`config.mk`:
```
export PLATFORM = sky130hd
export DESIGN_NAME = battery_voltage_to_percent
export DESIGN_NICKNAME = d
export VERILOG_FILES = /design/src/rtl/bvp_pkg.sv /design/src/rtl/bvp_divider.sv /design/src/rtl/battery_voltage_to_percent.sv
export SDC_FILE = /design/constraint.sdc
export NUM_CORES = 1
export LEC_CHECK = 0
export BUFFER_PORTS_ARGS = -buffer_cell sky130_fd_sc_hd__buf_4
export CORE_MARGIN = 2
export CORE_UTILIZATION = 55
export CTS_BUF_LIST = sky130_fd_sc_hd__clkbuf_8
export DETAILED_ROUTE_END_ITERATION = 7
export GPL_ROUTABILITY_DRIVEN = 0
export PLACE_DENSITY = 0.74
export SYNTH_ARGS = -nofsm -noshare
export SYNTH_HDL_FRONTEND = slang
export SYNTH_SLANG_ARGS = --single-unit
```
`constraint.sdc`:
```
create_clock -name aclk -period 5.1 [get_ports aclk]
set_clock_uncertainty 0.05 [all_clocks]
set_input_delay 1.02 -clock aclk [delete_from_list [all_inputs] [get_ports aclk]]
set_output_delay 1.02 -clock aclk [all_outputs]
set_load 0.01 [all_outputs]
```
`src/rtl/bvp_pkg.sv`:
```
// ----------------------------------------------------------------------------
// bvp_pkg
// Shared types and constants for the battery voltage to percent pipeline.
// ----------------------------------------------------------------------------
package bvp_pkg;

    localparam int NPOINTS   = 6;
    localparam int TBL_W     = 13;   // built-in breakpoints fit in 13 bits
    localparam int NUM_PRESETS = 4;
    localparam int REG_IDX_W = 3;

    // quotient magnitude bits; anything at or above 2**QUO_BITS saturates
    localparam int QUO_BITS      = 8;
    localparam int QUO_PER_STAGE = 2;

    localparam int PCT_MAX  = 100;
    localparam int PCT_STEP = 20;

    // register indexes
    localparam logic [REG_IDX_W-1:0] REG_PRESET   = 3'd0;
    localparam logic [REG_IDX_W-1:0] REG_FULL_MV  = 3'd1;
    localparam logic [REG_IDX_W-1:0] REG_EMPTY_MV = 3'd6;

    // preset codes; 5..7 fall back to the custom registers
    localparam logic [2:0] PRESET_CUSTOM  = 3'd0;
    localparam logic [2:0] PRESET_LITHIUM = 3'd1;
    localparam logic [2:0] PRESET_NIMH4   = 3'd4;

    // rows: lithium, alkaline three cell, nickel three cell, nickel four cell
    // columns: 100, 80, 60, 40, 20, 0 percent
    localparam logic [TBL_W-1:0] BUILTIN_MV [NUM_PRESETS][NPOINTS] = '{
        '{13'd4200, 13'd3950, 13'd3850, 13'd3750, 13'd3700, 13'd2800},
        '{13'd4650, 13'd4050, 13'd3870, 13'd3690, 13'd3570, 13'd3300},
        '{13'd4200, 13'd3810, 13'd3750, 13'd3690, 13'd3600, 13'd3000},
        '{13'd5600, 13'd5080, 13'd5000, 13'd4920, 13'd4800, 13'd4000}
    };

    // sideband carried alongside the division
    typedef struct packed {
        logic [6:0] pa;          // percent at the segment's upper breakpoint
        logic       neg;         // quotient sign
        logic       zero_width;  // equal breakpoints, no division
    } bvp_side_t;

endpackage

```
`src/rtl/bvp_divider.sv`:
```
// ----------------------------------------------------------------------------
// bvp_divider
// Pipelined restoring divider, two quotient bits per stage, saturating
// magnitude quotient. Each stage has its own valid bit and stall logic.
// ----------------------------------------------------------------------------
module bvp_divider import bvp_pkg::*; #(
    parameter int DEN_W = 14
) (
    input  logic                 aclk,
    input  logic                 aresetn,
    input  logic                 in_valid,
    output logic                 in_ready,
    input  logic [DEN_W+4:0]     in_num,
    input  logic [DEN_W-1:0]     in_den,
    input  bvp_side_t            in_side,
    output logic                 out_valid,
    input  logic                 out_ready,
    output logic [QUO_BITS-1:0]  out_quo,
    output bvp_side_t            out_side
);

    localparam int REM_W = DEN_W + QUO_BITS;
    localparam int NSTG  = QUO_BITS / QUO_PER_STAGE;

    logic [REM_W-1:0]    rem_reg  [NSTG];
    logic [DEN_W-1:0]    den_reg  [NSTG];
    logic [QUO_BITS-1:0] quo_reg  [NSTG];
    logic                ovf_reg  [NSTG];
    bvp_side_t           side_reg [NSTG];
    logic                valid_reg[NSTG];

    logic [REM_W-1:0]    rem_in  [NSTG];
    logic [DEN_W-1:0]    den_in  [NSTG];
    logic [QUO_BITS-1:0] quo_in  [NSTG];
    logic                ovf_in  [NSTG];
    bvp_side_t           side_in [NSTG];
    logic                valid_in[NSTG];
    logic                stg_ready[NSTG];

    // stage inputs: first stage from the ports, the rest from the stage above
    always_comb begin
        for (int s = 0; s < NSTG; s++) begin
            if (s == 0) begin
                rem_in[s]   = REM_W'(in_num);
                den_in[s]   = in_den;
                quo_in[s]   = '0;
                ovf_in[s]   = REM_W'(in_num) >= (REM_W'(in_den) << QUO_BITS);
                side_in[s]  = in_side;
                valid_in[s] = in_valid;
            end else begin
                rem_in[s]   = rem_reg[s-1];
                den_in[s]   = den_reg[s-1];
                quo_in[s]   = quo_reg[s-1];
                ovf_in[s]   = ovf_reg[s-1];
                side_in[s]  = side_reg[s-1];
                valid_in[s] = valid_reg[s-1];
            end
        end
    end

    for (genvar s = 0; s < NSTG; s++) begin : g_stage
        logic [REM_W-1:0]    rem_next;
        logic [QUO_BITS-1:0] quo_next;
        logic                down_ready;

        if (s == NSTG - 1) begin : g_last
            assign down_ready = out_ready;
        end else begin : g_mid
            assign down_ready = stg_ready[s+1];
        end
        assign stg_ready[s] = !valid_reg[s] || down_ready;

        always_comb begin
            logic [REM_W-1:0] dsh;
            rem_next = rem_in[s];
            quo_next = quo_in[s];
            for (int j = 0; j < QUO_PER_STAGE; j++) begin
                dsh = REM_W'(den_in[s]) << (QUO_BITS - 1 - QUO_PER_STAGE * s - j);
                if (rem_next >= dsh) begin
                    rem_next = rem_next - dsh;
                    quo_next[QUO_BITS - 1 - QUO_PER_STAGE * s - j] = 1'b1;
                end
            end
        end

        always_ff @(posedge aclk) begin
            if (!aresetn) begin
                valid_reg[s] <= 1'b0;
            end else if (stg_ready[s]) begin
                valid_reg[s] <= valid_in[s];
            end
            if (stg_ready[s] && valid_in[s]) begin
                rem_reg[s]  <= rem_next;
                den_reg[s]  <= den_in[s];
                quo_reg[s]  <= quo_next;
                ovf_reg[s]  <= ovf_in[s];
                side_reg[s] <= side_in[s];
            end
        end
    end

    assign in_ready  = stg_ready[0];
    assign out_valid = valid_reg[NSTG-1];
    assign out_quo   = ovf_reg[NSTG-1] ? '1 : quo_reg[NSTG-1];
    assign out_side  = side_reg[NSTG-1];

endmodule

```
`src/rtl/battery_voltage_to_percent.sv`:
```
// ----------------------------------------------------------------------------
// battery_voltage_to_percent
// Piecewise linear battery state of charge from a millivolt reading.
// ----------------------------------------------------------------------------
// Throughput: one transaction per cycle while the output is not stalled;
//   every stage has its own valid bit, so bubbles collapse and a stalled
//   output does not block empty stages.
// The divider contributes 4 stages of 2 quotient bits each.
// Reset (aresetn, synchronous, active low): pipeline emptied, preset = custom,
//   custom breakpoints = 4200/3950/3850/3750/3700/2800 mV.
module battery_voltage_to_percent import bvp_pkg::*; #(
    parameter int VOLT_BITS = 14
) (
    input  logic                  aclk,
    input  logic                  aresetn,
    // configuration writes
    input  logic                  cfg_valid,
    output logic                  cfg_ready,
    input  logic [REG_IDX_W-1:0]  cfg_index,
    input  logic [VOLT_BITS-1:0]  cfg_data,
    // input samples
    input  logic                  s_valid,
    output logic                  s_ready,
    input  logic [VOLT_BITS-1:0]  s_millivolts,
    // results
    output logic                  m_valid,
    input  logic                  m_ready,
    output logic [6:0]            m_percent,
    output logic                  m_zero_width
);

    // Breakpoints are kept wide enough for the built-in tables even when
    // VOLT_BITS is narrower than those values.
    localparam int PT_W = (VOLT_BITS > TBL_W) ? VOLT_BITS : TBL_W;
    localparam int NUM_W = PT_W + 5;   // 20 * |a - v|

    // ------------------------------------------------------------------
    // Configuration registers. Always ready; writes to unused indexes drop.
    // ------------------------------------------------------------------
    logic [2:0]      preset_reg;
    logic [PT_W-1:0] custom_reg [NPOINTS];

    assign cfg_ready = 1'b1;

    always_ff @(posedge aclk) begin
        if (!aresetn) begin
            preset_reg <= PRESET_CUSTOM;
            for (int i = 0; i < NPOINTS; i++) begin
                custom_reg[i] <= PT_W'(BUILTIN_MV[0][i]);
            end
        end else if (cfg_valid) begin
            if (cfg_index == REG_PRESET) begin
                preset_reg <= cfg_data[2:0];
            end
            for (int i = 0; i < NPOINTS; i++) begin
                if (cfg_index == REG_IDX_W'(REG_FULL_MV + i)) begin
                    custom_reg[i] <= PT_W'(cfg_data);
                end
            end
        end
    end

    // ------------------------------------------------------------------
    // Stage 1: pick breakpoints, choose the segment, latch v / a / b / pa.
    // ------------------------------------------------------------------
    logic [PT_W-1:0] pts [NPOINTS];
    logic            use_tbl;
    logic [1:0]      tbl_sel;
    logic [PT_W-1:0] v_in;
    logic [PT_W-1:0] a_next, b_next;
    logic [6:0]      pa_next;

    logic            p1_valid_reg;
    logic [PT_W-1:0] p1_v_reg, p1_a_reg, p1_b_reg;
    logic [6:0]      p1_pa_reg;
    logic            p1_ready, p2_ready;

    always_comb begin
        use_tbl = (preset_reg >= PRESET_LITHIUM) && (preset_reg <= PRESET_NIMH4);
        tbl_sel = 2'(preset_reg - PRESET_LITHIUM);
        for (int i = 0; i < NPOINTS; i++) begin
            pts[i] = use_tbl ? PT_W'(BUILTIN_MV[tbl_sel][i]) : custom_reg[i];
        end
    end

    assign v_in = PT_W'(s_millivolts);

    // upper-inclusive bands; top band is strictly above the 80 point
    always_comb begin
        if (v_in > pts[1]) begin
            a_next = pts[0]; b_next = pts[1]; pa_next = 7'(PCT_MAX);
        end else if (v_in > pts[2]) begin
            a_next = pts[1]; b_next = pts[2]; pa_next = 7'(PCT_MAX - PCT_STEP);
        end else if (v_in > pts[3]) begin
            a_next = pts[2]; b_next = pts[3]; pa_next = 7'(PCT_MAX - 2 * PCT_STEP);
        end else if (v_in > pts[4]) begin
            a_next = pts[3]; b_next = pts[4]; pa_next = 7'(PCT_MAX - 3 * PCT_STEP);
        end else begin
            a_next = pts[4]; b_next = pts[5]; pa_next = 7'(PCT_MAX - 4 * PCT_STEP);
        end
    end

    assign p1_ready = !p1_valid_reg || p2_ready;
    assign s_ready  = p1_ready;

    always_ff @(posedge aclk) begin
        if (!aresetn) begin
            p1_valid_reg <= 1'b0;
        end else if (p1_ready) begin
            p1_valid_reg <= s_valid;
        end
        if (p1_ready && s_valid) begin
            p1_v_reg  <= v_in;
            p1_a_reg  <= a_next;
            p1_b_reg  <= b_next;
            p1_pa_reg <= pa_next;
        end
    end

    // ------------------------------------------------------------------
    // Stage 2: signed differences -> magnitudes and quotient sign.
    // pct = 20*(a-v)/(b-a) + pa, truncated toward zero.
    // ------------------------------------------------------------------
    logic signed [PT_W:0] av_diff, ba_diff;
    logic [PT_W-1:0]      av_abs, ba_abs;
    logic [NUM_W-1:0]     num_next;
    bvp_side_t            side_next;

    logic                 p2_valid_reg;
    logic [NUM_W-1:0]     p2_num_reg;
    logic [PT_W-1:0]      p2_den_reg;
    bvp_side_t            p2_side_reg;
    logic                 div_in_ready;

    always_comb begin
        av_diff = $signed({1'b0, p1_a_reg}) - $signed({1'b0, p1_v_reg});
        ba_diff = $signed({1'b0, p1_b_reg}) - $signed({1'b0, p1_a_reg});
        av_abs  = av_diff[PT_W] ? PT_W'(-av_diff) : PT_W'(av_diff);
        ba_abs  = ba_diff[PT_W] ? PT_W'(-ba_diff) : PT_W'(ba_diff);
        // x20 = x16 + x4
        num_next = (NUM_W'(av_abs) << 4) + (NUM_W'(av_abs) << 2);
        side_next.pa         = p1_pa_reg;
        side_next.neg        = av_diff[PT_W] ^ ba_diff[PT_W];
        side_next.zero_width = (ba_diff == '0);
    end

    assign p2_ready = !p2_valid_reg || div_in_ready;

    always_ff @(posedge aclk) begin
        if (!aresetn) begin
            p2_valid_reg <= 1'b0;
        end else if (p2_ready) begin
            p2_valid_reg <= p1_valid_reg;
        end
        if (p2_ready && p1_valid_reg) begin
            p2_num_reg  <= num_next;
            p2_den_reg  <= ba_abs;
            p2_side_reg <= side_next;
        end
    end

    // ------------------------------------------------------------------
    // Stages 3..6: divider (saturating 8-bit magnitude quotient).
    // ------------------------------------------------------------------
    logic                div_out_valid;
    logic [QUO_BITS-1:0] div_quo;
    bvp_side_t           div_side;
    logic                out_ld;

    bvp_divider #(
        .DEN_W (PT_W)
    ) u_div (
        .aclk      (aclk),
        .aresetn   (aresetn),
        .in_valid  (p2_valid_reg),
        .in_ready  (div_in_ready),
        .in_num    (p2_num_reg),
        .in_den    (p2_den_reg),
        .in_side   (p2_side_reg),
        .out_valid (div_out_valid),
        .out_ready (out_ld),
        .out_quo   (div_quo),
        .out_side  (div_side)
    );

    // ------------------------------------------------------------------
    // Stage 7: apply sign, add pa, clamp to 0..100. This is the output reg.
    // ------------------------------------------------------------------
    logic signed [9:0] pct_sum;
    logic [6:0]        pct_next;
    logic              m_valid_reg;
    logic [6:0]        m_percent_reg;
    logic              m_zero_width_reg;

    always_comb begin
        if (div_side.neg) begin
            pct_sum = $signed({3'b000, div_side.pa}) - $signed({2'b00, div_quo});
        end else begin
            pct_sum = $signed({3'b000, div_side.pa}) + $signed({2'b00, div_quo});
        end
        if (div_side.zero_width) begin
            pct_next = div_side.pa;
        end else if (pct_sum < 0) begin
            pct_next = '0;
        end else if (pct_sum > 10'sd100) begin
            pct_next = 7'(PCT_MAX);
        end else begin
            pct_next = pct_sum[6:0];
        end
    end

    assign out_ld = !m_valid_reg || m_ready;

    always_ff @(posedge aclk) begin
        if (!aresetn) begin
            m_valid_reg <= 1'b0;
        end else if (out_ld) begin
            m_valid_reg <= div_out_valid;
        end
        if (out_ld && div_out_valid) begin
            m_percent_reg    <= pct_next;
            m_zero_width_reg <= div_side.zero_width;
        end
    end

    assign m_valid      = m_valid_reg;
    assign m_percent    = m_percent_reg;
    assign m_zero_width = m_zero_width_reg;

    // ------------------------------------------------------------------
    // Assertions
    // ------------------------------------------------------------------
    // result never leaves the clamp range
    a_pct_range: assert property (@(posedge aclk) disable iff (!aresetn)
        m_valid |-> (m_percent <= 7'd100))
        else $error("percent above 100");

    // zero-width result is always a segment's upper percent
    a_zw_pct: assert property (@(posedge aclk) disable iff (!aresetn)
        (m_valid && m_zero_width) |->
            (m_percent == 7'd100 || m_percent == 7'd80 || m_percent == 7'd60 ||
             m_percent == 7'd40 || m_percent == 7'd20))
        else $error("zero-width result with odd percent");

    // stalled first stage keeps its item
    a_p1_hold: assert property (@(posedge aclk) disable iff (!aresetn)
        (p1_valid_reg && !p2_ready) |=>
            (p1_valid_reg && $stable(p1_v_reg) && $stable(p1_a_reg)))
        else $error("stage 1 item lost under stall");

    // zero-width flag agrees with the denominator
    a_p2_zw: assert property (@(posedge aclk) disable iff (!aresetn)
        p2_valid_reg |-> (p2_side_reg.zero_width == (p2_den_reg == '0)))
        else $error("zero-width flag mismatch");

endmodule

```
Word level (Yosys, flattened, before mapping)
Memories as Yosys holds them, arrays and structs flattened.
Cells that the tools add are included.
{"block": "totals", "register_bits": 105, "ramBits": 304, "in_bits": 36, "output_inout_bits": 11, "mem_count": 7}
{"name": "u_div.rem_reg", "words": 4, "width": 22, "rd": 3, "rd_clocked_by_memory_dff": 0, "write_ports": 4, "line": "bvp_divider.sv:25", "text": "logic [REM_W-1:0] rem_reg [NSTG];"}
{"name": "custom_reg", "words": 6, "width": 14, "rd": 6, "rd_clocked_by_memory_dff": 0, "write_ports": 6, "line": "battery_voltage_to_percent.sv:41", "text": "logic [PT_W-1:0] custom_reg [NPOINTS];"}
{"name": "u_div.den_reg", "words": 4, "width": 14, "rd": 3, "rd_clocked_by_memory_dff": 0, "write_ports": 4, "line": "bvp_divider.sv:26", "text": "logic [DEN_W-1:0] den_reg [NSTG];"}
{"name": "u_div.side_reg", "words": 4, "width": 9, "rd": 4, "rd_clocked_by_memory_dff": 0, "write_ports": 4, "line": "bvp_divider.sv:29", "text": "bvp_side_t side_reg [NSTG];"}
{"name": "u_div.quo_reg", "words": 4, "width": 8, "rd": 4, "rd_clocked_by_memory_dff": 0, "write_ports": 4, "line": "bvp_divider.sv:27", "text": "logic [QUO_BITS-1:0] quo_reg [NSTG];"}
{"name": "u_div.ovf_reg", "words": 4, "width": 1, "rd": 4, "rd_clocked_by_memory_dff": 0, "write_ports": 4, "line": "bvp_divider.sv:28", "text": "logic ovf_reg [NSTG];"}
{"name": "1 more memories"}
{"block": "op_classes", "n_addsub": 16, "n_lt_le_gt_ge": 18, "eq_ne": 6, "mux": 98, "bitwise_logic": 12, "reduce_logical": 27}
{"operator": "$mux W14", "n": 22}
{"operator": "$mux W22", "n": 8}
{"operator": "$bmux W78 S2", "n": 1}
{"operator": "$mux W78", "n": 2}
{"operator": "$mux W1", "n": 57}
{"operator": "$gt A14 B14 Y1", "n": 4}
{"operator": "$sub A14 B14 Y15", "n": 2}
{"operator": "$neg A14 Y14", "n": 2}
{"operator": "$ge A19 B22 Y1", "n": 1}
{"operator": "$ge A22 B14 Y1", "n": 1}
{"operator": "$ge A22 B15 Y1", "n": 1}
{"operator": "$ge A22 B16 Y1", "n": 1}
{"operator": "$ge A22 B17 Y1", "n": 1}
{"operator": "$ge A22 B18 Y1", "n": 1}
{"operator": "$ge A22 B19 Y1", "n": 1}
{"operator": "$ge A22 B20 Y1", "n": 1}
{"operator": "$sub A19 B21 Y22", "n": 1}
{"operator": "$sub A22 B14 Y22", "n": 1}
{"operator": "$sub A22 B15 Y22", "n": 1}
{"operator": "$sub A22 B16 Y22", "n": 1}
{"operator": "$sub A22 B17 Y22", "n": 1}
{"operator": "$sub A22 B18 Y22", "n": 1}
{"operator": "$sub A22 B19 Y22", "n": 1}
{"operator": "$sub A22 B20 Y22", "n": 1}
{"operator": "other kinds (28)", "n": 63}

Longest topological paths before layout
{"block": "depth", "word_depth": 11, "depth_mapped": 26, "mapped_depth_nobuf": 25}

By module
From an unflattened synthesis, not the netlist that was laid out.
{"block": "unflattened", "cells_unflattened": 2383, "area_unflattened_um2": 24825.1}
{"mod": "battery_voltage_to_percent", "n_inst": 1, "cells_each": 1223, "area_per_inst_um2": 12557.0, "seq_area_each_um2": 5435.2}
{"mod": "bvp_divider", "n_inst": 1, "cells_each": 1160, "area_per_inst_um2": 12268.0, "seq_area_each_um2": 5154.9}

Worst setup path before layout
No wires, ideal clock.
{"block": "synth_path", "kind": "input -> register", "start": "input port m_ready", "end": "memory u_div.den_reg[2][0] (enable)", "t_arrival_ns": 4.788, "required_ns": 4.523, "slack_ns": -0.265, "cell_stages": 3, "cell_sequence": "nor2b_1 -> and2_1 -> a21boi_0"}
{"item": "start, declared", "line": "battery_voltage_to_percent.sv:27", "text": "input logic m_ready,"}
{"item": "end, declared", "line": "bvp_divider.sv:26"}

==> summary.md <==
The flow ran to the end, but the final reports show violations. The checks that failed: setup timing. The worst min-delay path class is reg -> reg.

At the worst endpoint, the arrival time is 5.50 ns. The effective utilization at floorplan came out at 55.6%. The layout has 3269 filler cells. Of all cell types, the one taking the most synthesized area is sky130_fd_sc_hd__edfxtp_1.

For the synthesis warning total, the log shows 0. The first detailed-routing pass ran for 6 iterations. For the pin count of the biggest net entering global routing, the log shows 49. After detailed routing, no signal wire sits above met4. Synthesis produced a netlist with a net count of 2654.

The sequential fraction of the synthesis area is 42.7%, and the headroom to the max-slew limit is 20.6%. The run gives 341 as the number of clock sinks. The synthesized design contains 334 enable-type register cells.

The TritonCTS buffer count is 57. Ranked by instance count, the synthesized netlist is headed by 334 x sky130_fd_sc_hd__edfxtp_1, 237 x sky130_fd_sc_hd__ha_1, 204 x sky130_fd_sc_hd__a21oi_1. In this run the biggest area consumer among cell types represents 42.1% of the synthesized area. Mux cell area share after synthesis: 3.48%. Using the TritonRoute via totals, the vias-per-cell ratio works out to 6.05.

Among cell families on the critical path, the largest total delay comes from compound AO/OA/AOI/OAI gates. Cell repeated most along the worst path: sky130_fd_sc_hd__a21oi_2. The tools report the final-stage net count as 2801. The type of the setup path with the least slack was reg -> reg. The largest single stage delay on the critical path is 0.42 ns. The cell leakage power was 11.2 nW. The post-layout instance area is 27200 um^2, and the critical-path maximum fanout is 7. The total negative slack for setup checks was -0.230 ns; the number of instances in the placed design was 3007.

Relative to the synthesized area, the layout overhead comes to 14.2%. The core region is 42900 um^2. The sort of element at the end of the critical path is a flip-flop. The run gives 29400 um as the met2 layer wire length in the routed design. The fraction of layout instances using a drive strength above 1 is 15.6%, and the maximum vdd ir drop is 0.000270 V. After synthesis, the netlist uses 94 different library cells.

Synthesis inferred 341 register bits. Post-synthesis async set-or-reset flop share: 0%. The cell at the slowest stage of the critical path was sky130_fd_sc_hd__o311a_1. The number of DRC markers after the initial detailed-route iteration is 1633, and the final hold violation count is 0. The number of rows created at floorplan is 76, and the total power per unit cell area is 473 nW/um^2. Walking the worst path, the cells encountered are inv_1, ha_4, a21oi_2, o21ai_1, a21oi_2, nor3b_4, and3_4, buf_12, nor2_2, a21oi_2, fa_2, nor2b_4, o21ai_2, a21oi_2, o41ai_2, a21oi_2, o311a_1, nor4b_4, nand4_4, buf_12, mux2_2.

The required arrival time at the worst endpoint is 5.43 ns. CTS built an H-tree with a depth of 2. The run gives 0.66 ns as the clock latency of the later-clocked register in the worst-skew pair.

TritonCTS built the clock tree. For this block, the routed nets add up to 60800 um of wire. Setup violations remaining at the end of the flow were counted as 5. Buffers inserted to repair hold after CTS numbered 0. For this run, the share of the core covered by cells in the final layout is 63.5%.

The predominant post-synthesis flop cell is sky130_fd_sc_hd__edfxtp_1. The tools report the max-capacitance violation count as 0. For the upper clock frequency limit, the log shows 194 MHz. The root buffer cell chosen for the clock tree is sky130_fd_sc_hd__clkbuf_8. Port buffering added 45 buffers. The total placed instance area is 25400 um^2, and the synthesized-area fraction occupied by and/or/nand/nor cells is 15.5%. The number of global-route vias before repair was 18.7k; the count of buffer and inverter cells on the critical path was 3. The most instantiated library cell after synthesis is sky130_fd_sc_hd__edfxtp_1. The synthesized cell area was 23800 um^2. Setup repair after global routing could not meet its margin everywhere. The routed layout has 19.0k vias. The wire length of the first global-routing pass is 93800 um, and the slew of the pin with the lowest slew margin is 1.19 ns.

Counting I/O delays and the setup requirement, the final critical path takes 5.17 ns. The count of nets left with antenna violations once routing finished came out at 0. Yosys attributes the largest share of cell area to sky130_fd_sc_hd__edfxtp_1 42%, sky130_fd_sc_hd__ha_1 12%, sky130_fd_sc_hd__a21oi_1 4.3%. The finished layout holds 3148 standard cells, fillers aside. Each instance of the synthesized netlist takes up on average 10.1 um^2. The clock passes through at most 3 buffers.

The routed design uses 3930 um of met3 wire. The fraction of synthesized cell area in xor and xnor cells was 4.96%; the CTS clock-pin slew for the worst setup and hold paths was 0.06 ns. Dividing the detail-routed wire length by the instance count gives 19.3 um. The number of flip-flops under the largest register name is 84, and the final routed DRC violation total is 0.

The final period utilization was 101%; the I/O pin count was 47. The logs give 0 for the max-slew violation count and 2370 for the synthesized netlist cell count. The floorplan step defined a die boundary enclosing 45000 um^2. Once detailed placement completed, the half-perimeter wirelength came to 45000 um.

For the global router's overall resource usage, the log shows 26.3%. The met1 layer wirelength in the final routing was 24500 um; the sum of overflow across all layers after global routing was 0. The floorplan step set the die width to 212 um. From bottom edge to top edge, the die measures 212 um.

After synthesis, the largest family of logic cells by area is compound AO/OA/AOI/OAI gates. OpenSTA, run right after detailed placement, puts the worst setup slack at -0.137 ns. The adder-cell share of the synthesized area is 13.4%, and the setup slack of the critical path after layout is -0.0672 ns. The initial antenna violation count is 0, and the synthesized-area fraction occupied by ao, oa, aoi and oai cells is 15.9%. The kind of start point of the critical path is a flip-flop.
## stage by stage
step,hold slack [ns],power (mW)
6_report,0.360,12.9
5_1_grt,0.371,13.8
4_1_cts,0.361,12.5
3_5_place_dp,0.355,10.0
3_3_place_gp,0.351,9.80
2_1_floorplan,0.350,8.57
## routing by layer
metal  up-vias  GRT usage, %
li1       9020             -
met1      9035          31.7
met2       771          45.7
met3       208          4.21
met4         0          13.2
met5         -             0
## power by group
| part | switching [mW] | leakage (nW) | internal [mW] |
|---|---|---|---|
| clock network | 1.12 | 0.625 | 1.24 |
| registers | 0.190 | 3.23 | 3.67 |
| logic | 3.67 | 7.36 | 2.98 |
## cells by family (layout without fill, tap and decap cells)
| logic type | Yosys count | after routing |
|---|---|---|
| mux | 78 | 78 |
| xor+xnor | 135 | 135 |
| compound gates | 593 | 594 |
| flops | 341 | 341 |
| other cells | 1 | 2 |
| fa+ha+maj | 248 | 248 |
| simple gates | 729 | 730 |
| buf+inv | 245 | 435 |
## what timing repair did
item / CTS / global route
setup endpoints to repair: 21 / 73
gates resized for setup: 8 / 92
pin swaps: 4 / 35
gates cloned: 0 / 6
buffers inserted: 3 / 27
## final cells by class
class / instances / area, um^2 / share of cell area (%)
multi-input combinational: 1786 / 13200 / 48.5
sequential: 341 / 10200 / 37.4
timing repair buffer: 153 / 1340 / 4.90
clock buffer: 63 / 867 / 3.19
tap: 585 / 732 / 2.69
inverter: 178 / 668 / 2.45
clock inverter: 41 / 236 / 0.869
antenna: 1 / 2.50 / 0.00919
## placed cells by master (no fill, tap or decap), types with 21 or more instances in the layout
cell,count
sky130_fd_sc_hd__o21a_1,30
sky130_fd_sc_hd__mux2i_1,39
sky130_fd_sc_hd__xor2_1,57
sky130_fd_sc_hd__xnor2_1,77
sky130_fd_sc_hd__nand2b_1,39
sky130_fd_sc_hd__a211oi_1,29
sky130_fd_sc_hd__nand3_1,36
sky130_fd_sc_hd__nor2b_1,38
sky130_fd_sc_hd__o22ai_1,21
sky130_fd_sc_hd__buf_4,139
sky130_fd_sc_hd__clkbuf_8,63
sky130_fd_sc_hd__mux2_2,37
sky130_fd_sc_hd__inv_1,189
sky130_fd_sc_hd__ha_1,225
sky130_fd_sc_hd__o21ai_1,22
sky130_fd_sc_hd__and2_1,63
sky130_fd_sc_hd__nand2_1,146
sky130_fd_sc_hd__or3_1,47
sky130_fd_sc_hd__o21ai_0,83
sky130_fd_sc_hd__nand4_1,32
sky130_fd_sc_hd__edfxtp_1,334
sky130_fd_sc_hd__a21oi_1,188
sky130_fd_sc_hd__a21o_1,55
sky130_fd_sc_hd__nor2_1,197
sky130_fd_sc_hd__nor3_1,37
## worst paths after layout
check,to,slack (ns),cells past startpoint,start
worst max-delay path,u_div.rem_reg[2][5]$_DFFE_PP_,-0.07,21,u_div.den_reg[1][12]$_DFFE_PP_
worst min-delay path,u_div.side_reg[3][7]$_DFFE_PP_,0.36,0,u_div.side_reg[2][7]$_DFFE_PP_
worst max register to register,u_div.rem_reg[2][5]$_DFFE_PP_,-0.07,21,u_div.den_reg[1][12]$_DFFE_PP_
worst min register to register,u_div.side_reg[3][7]$_DFFE_PP_,0.36,0,u_div.side_reg[2][7]$_DFFE_PP_
Note: power is estimated with default switching activity, not from simulation.
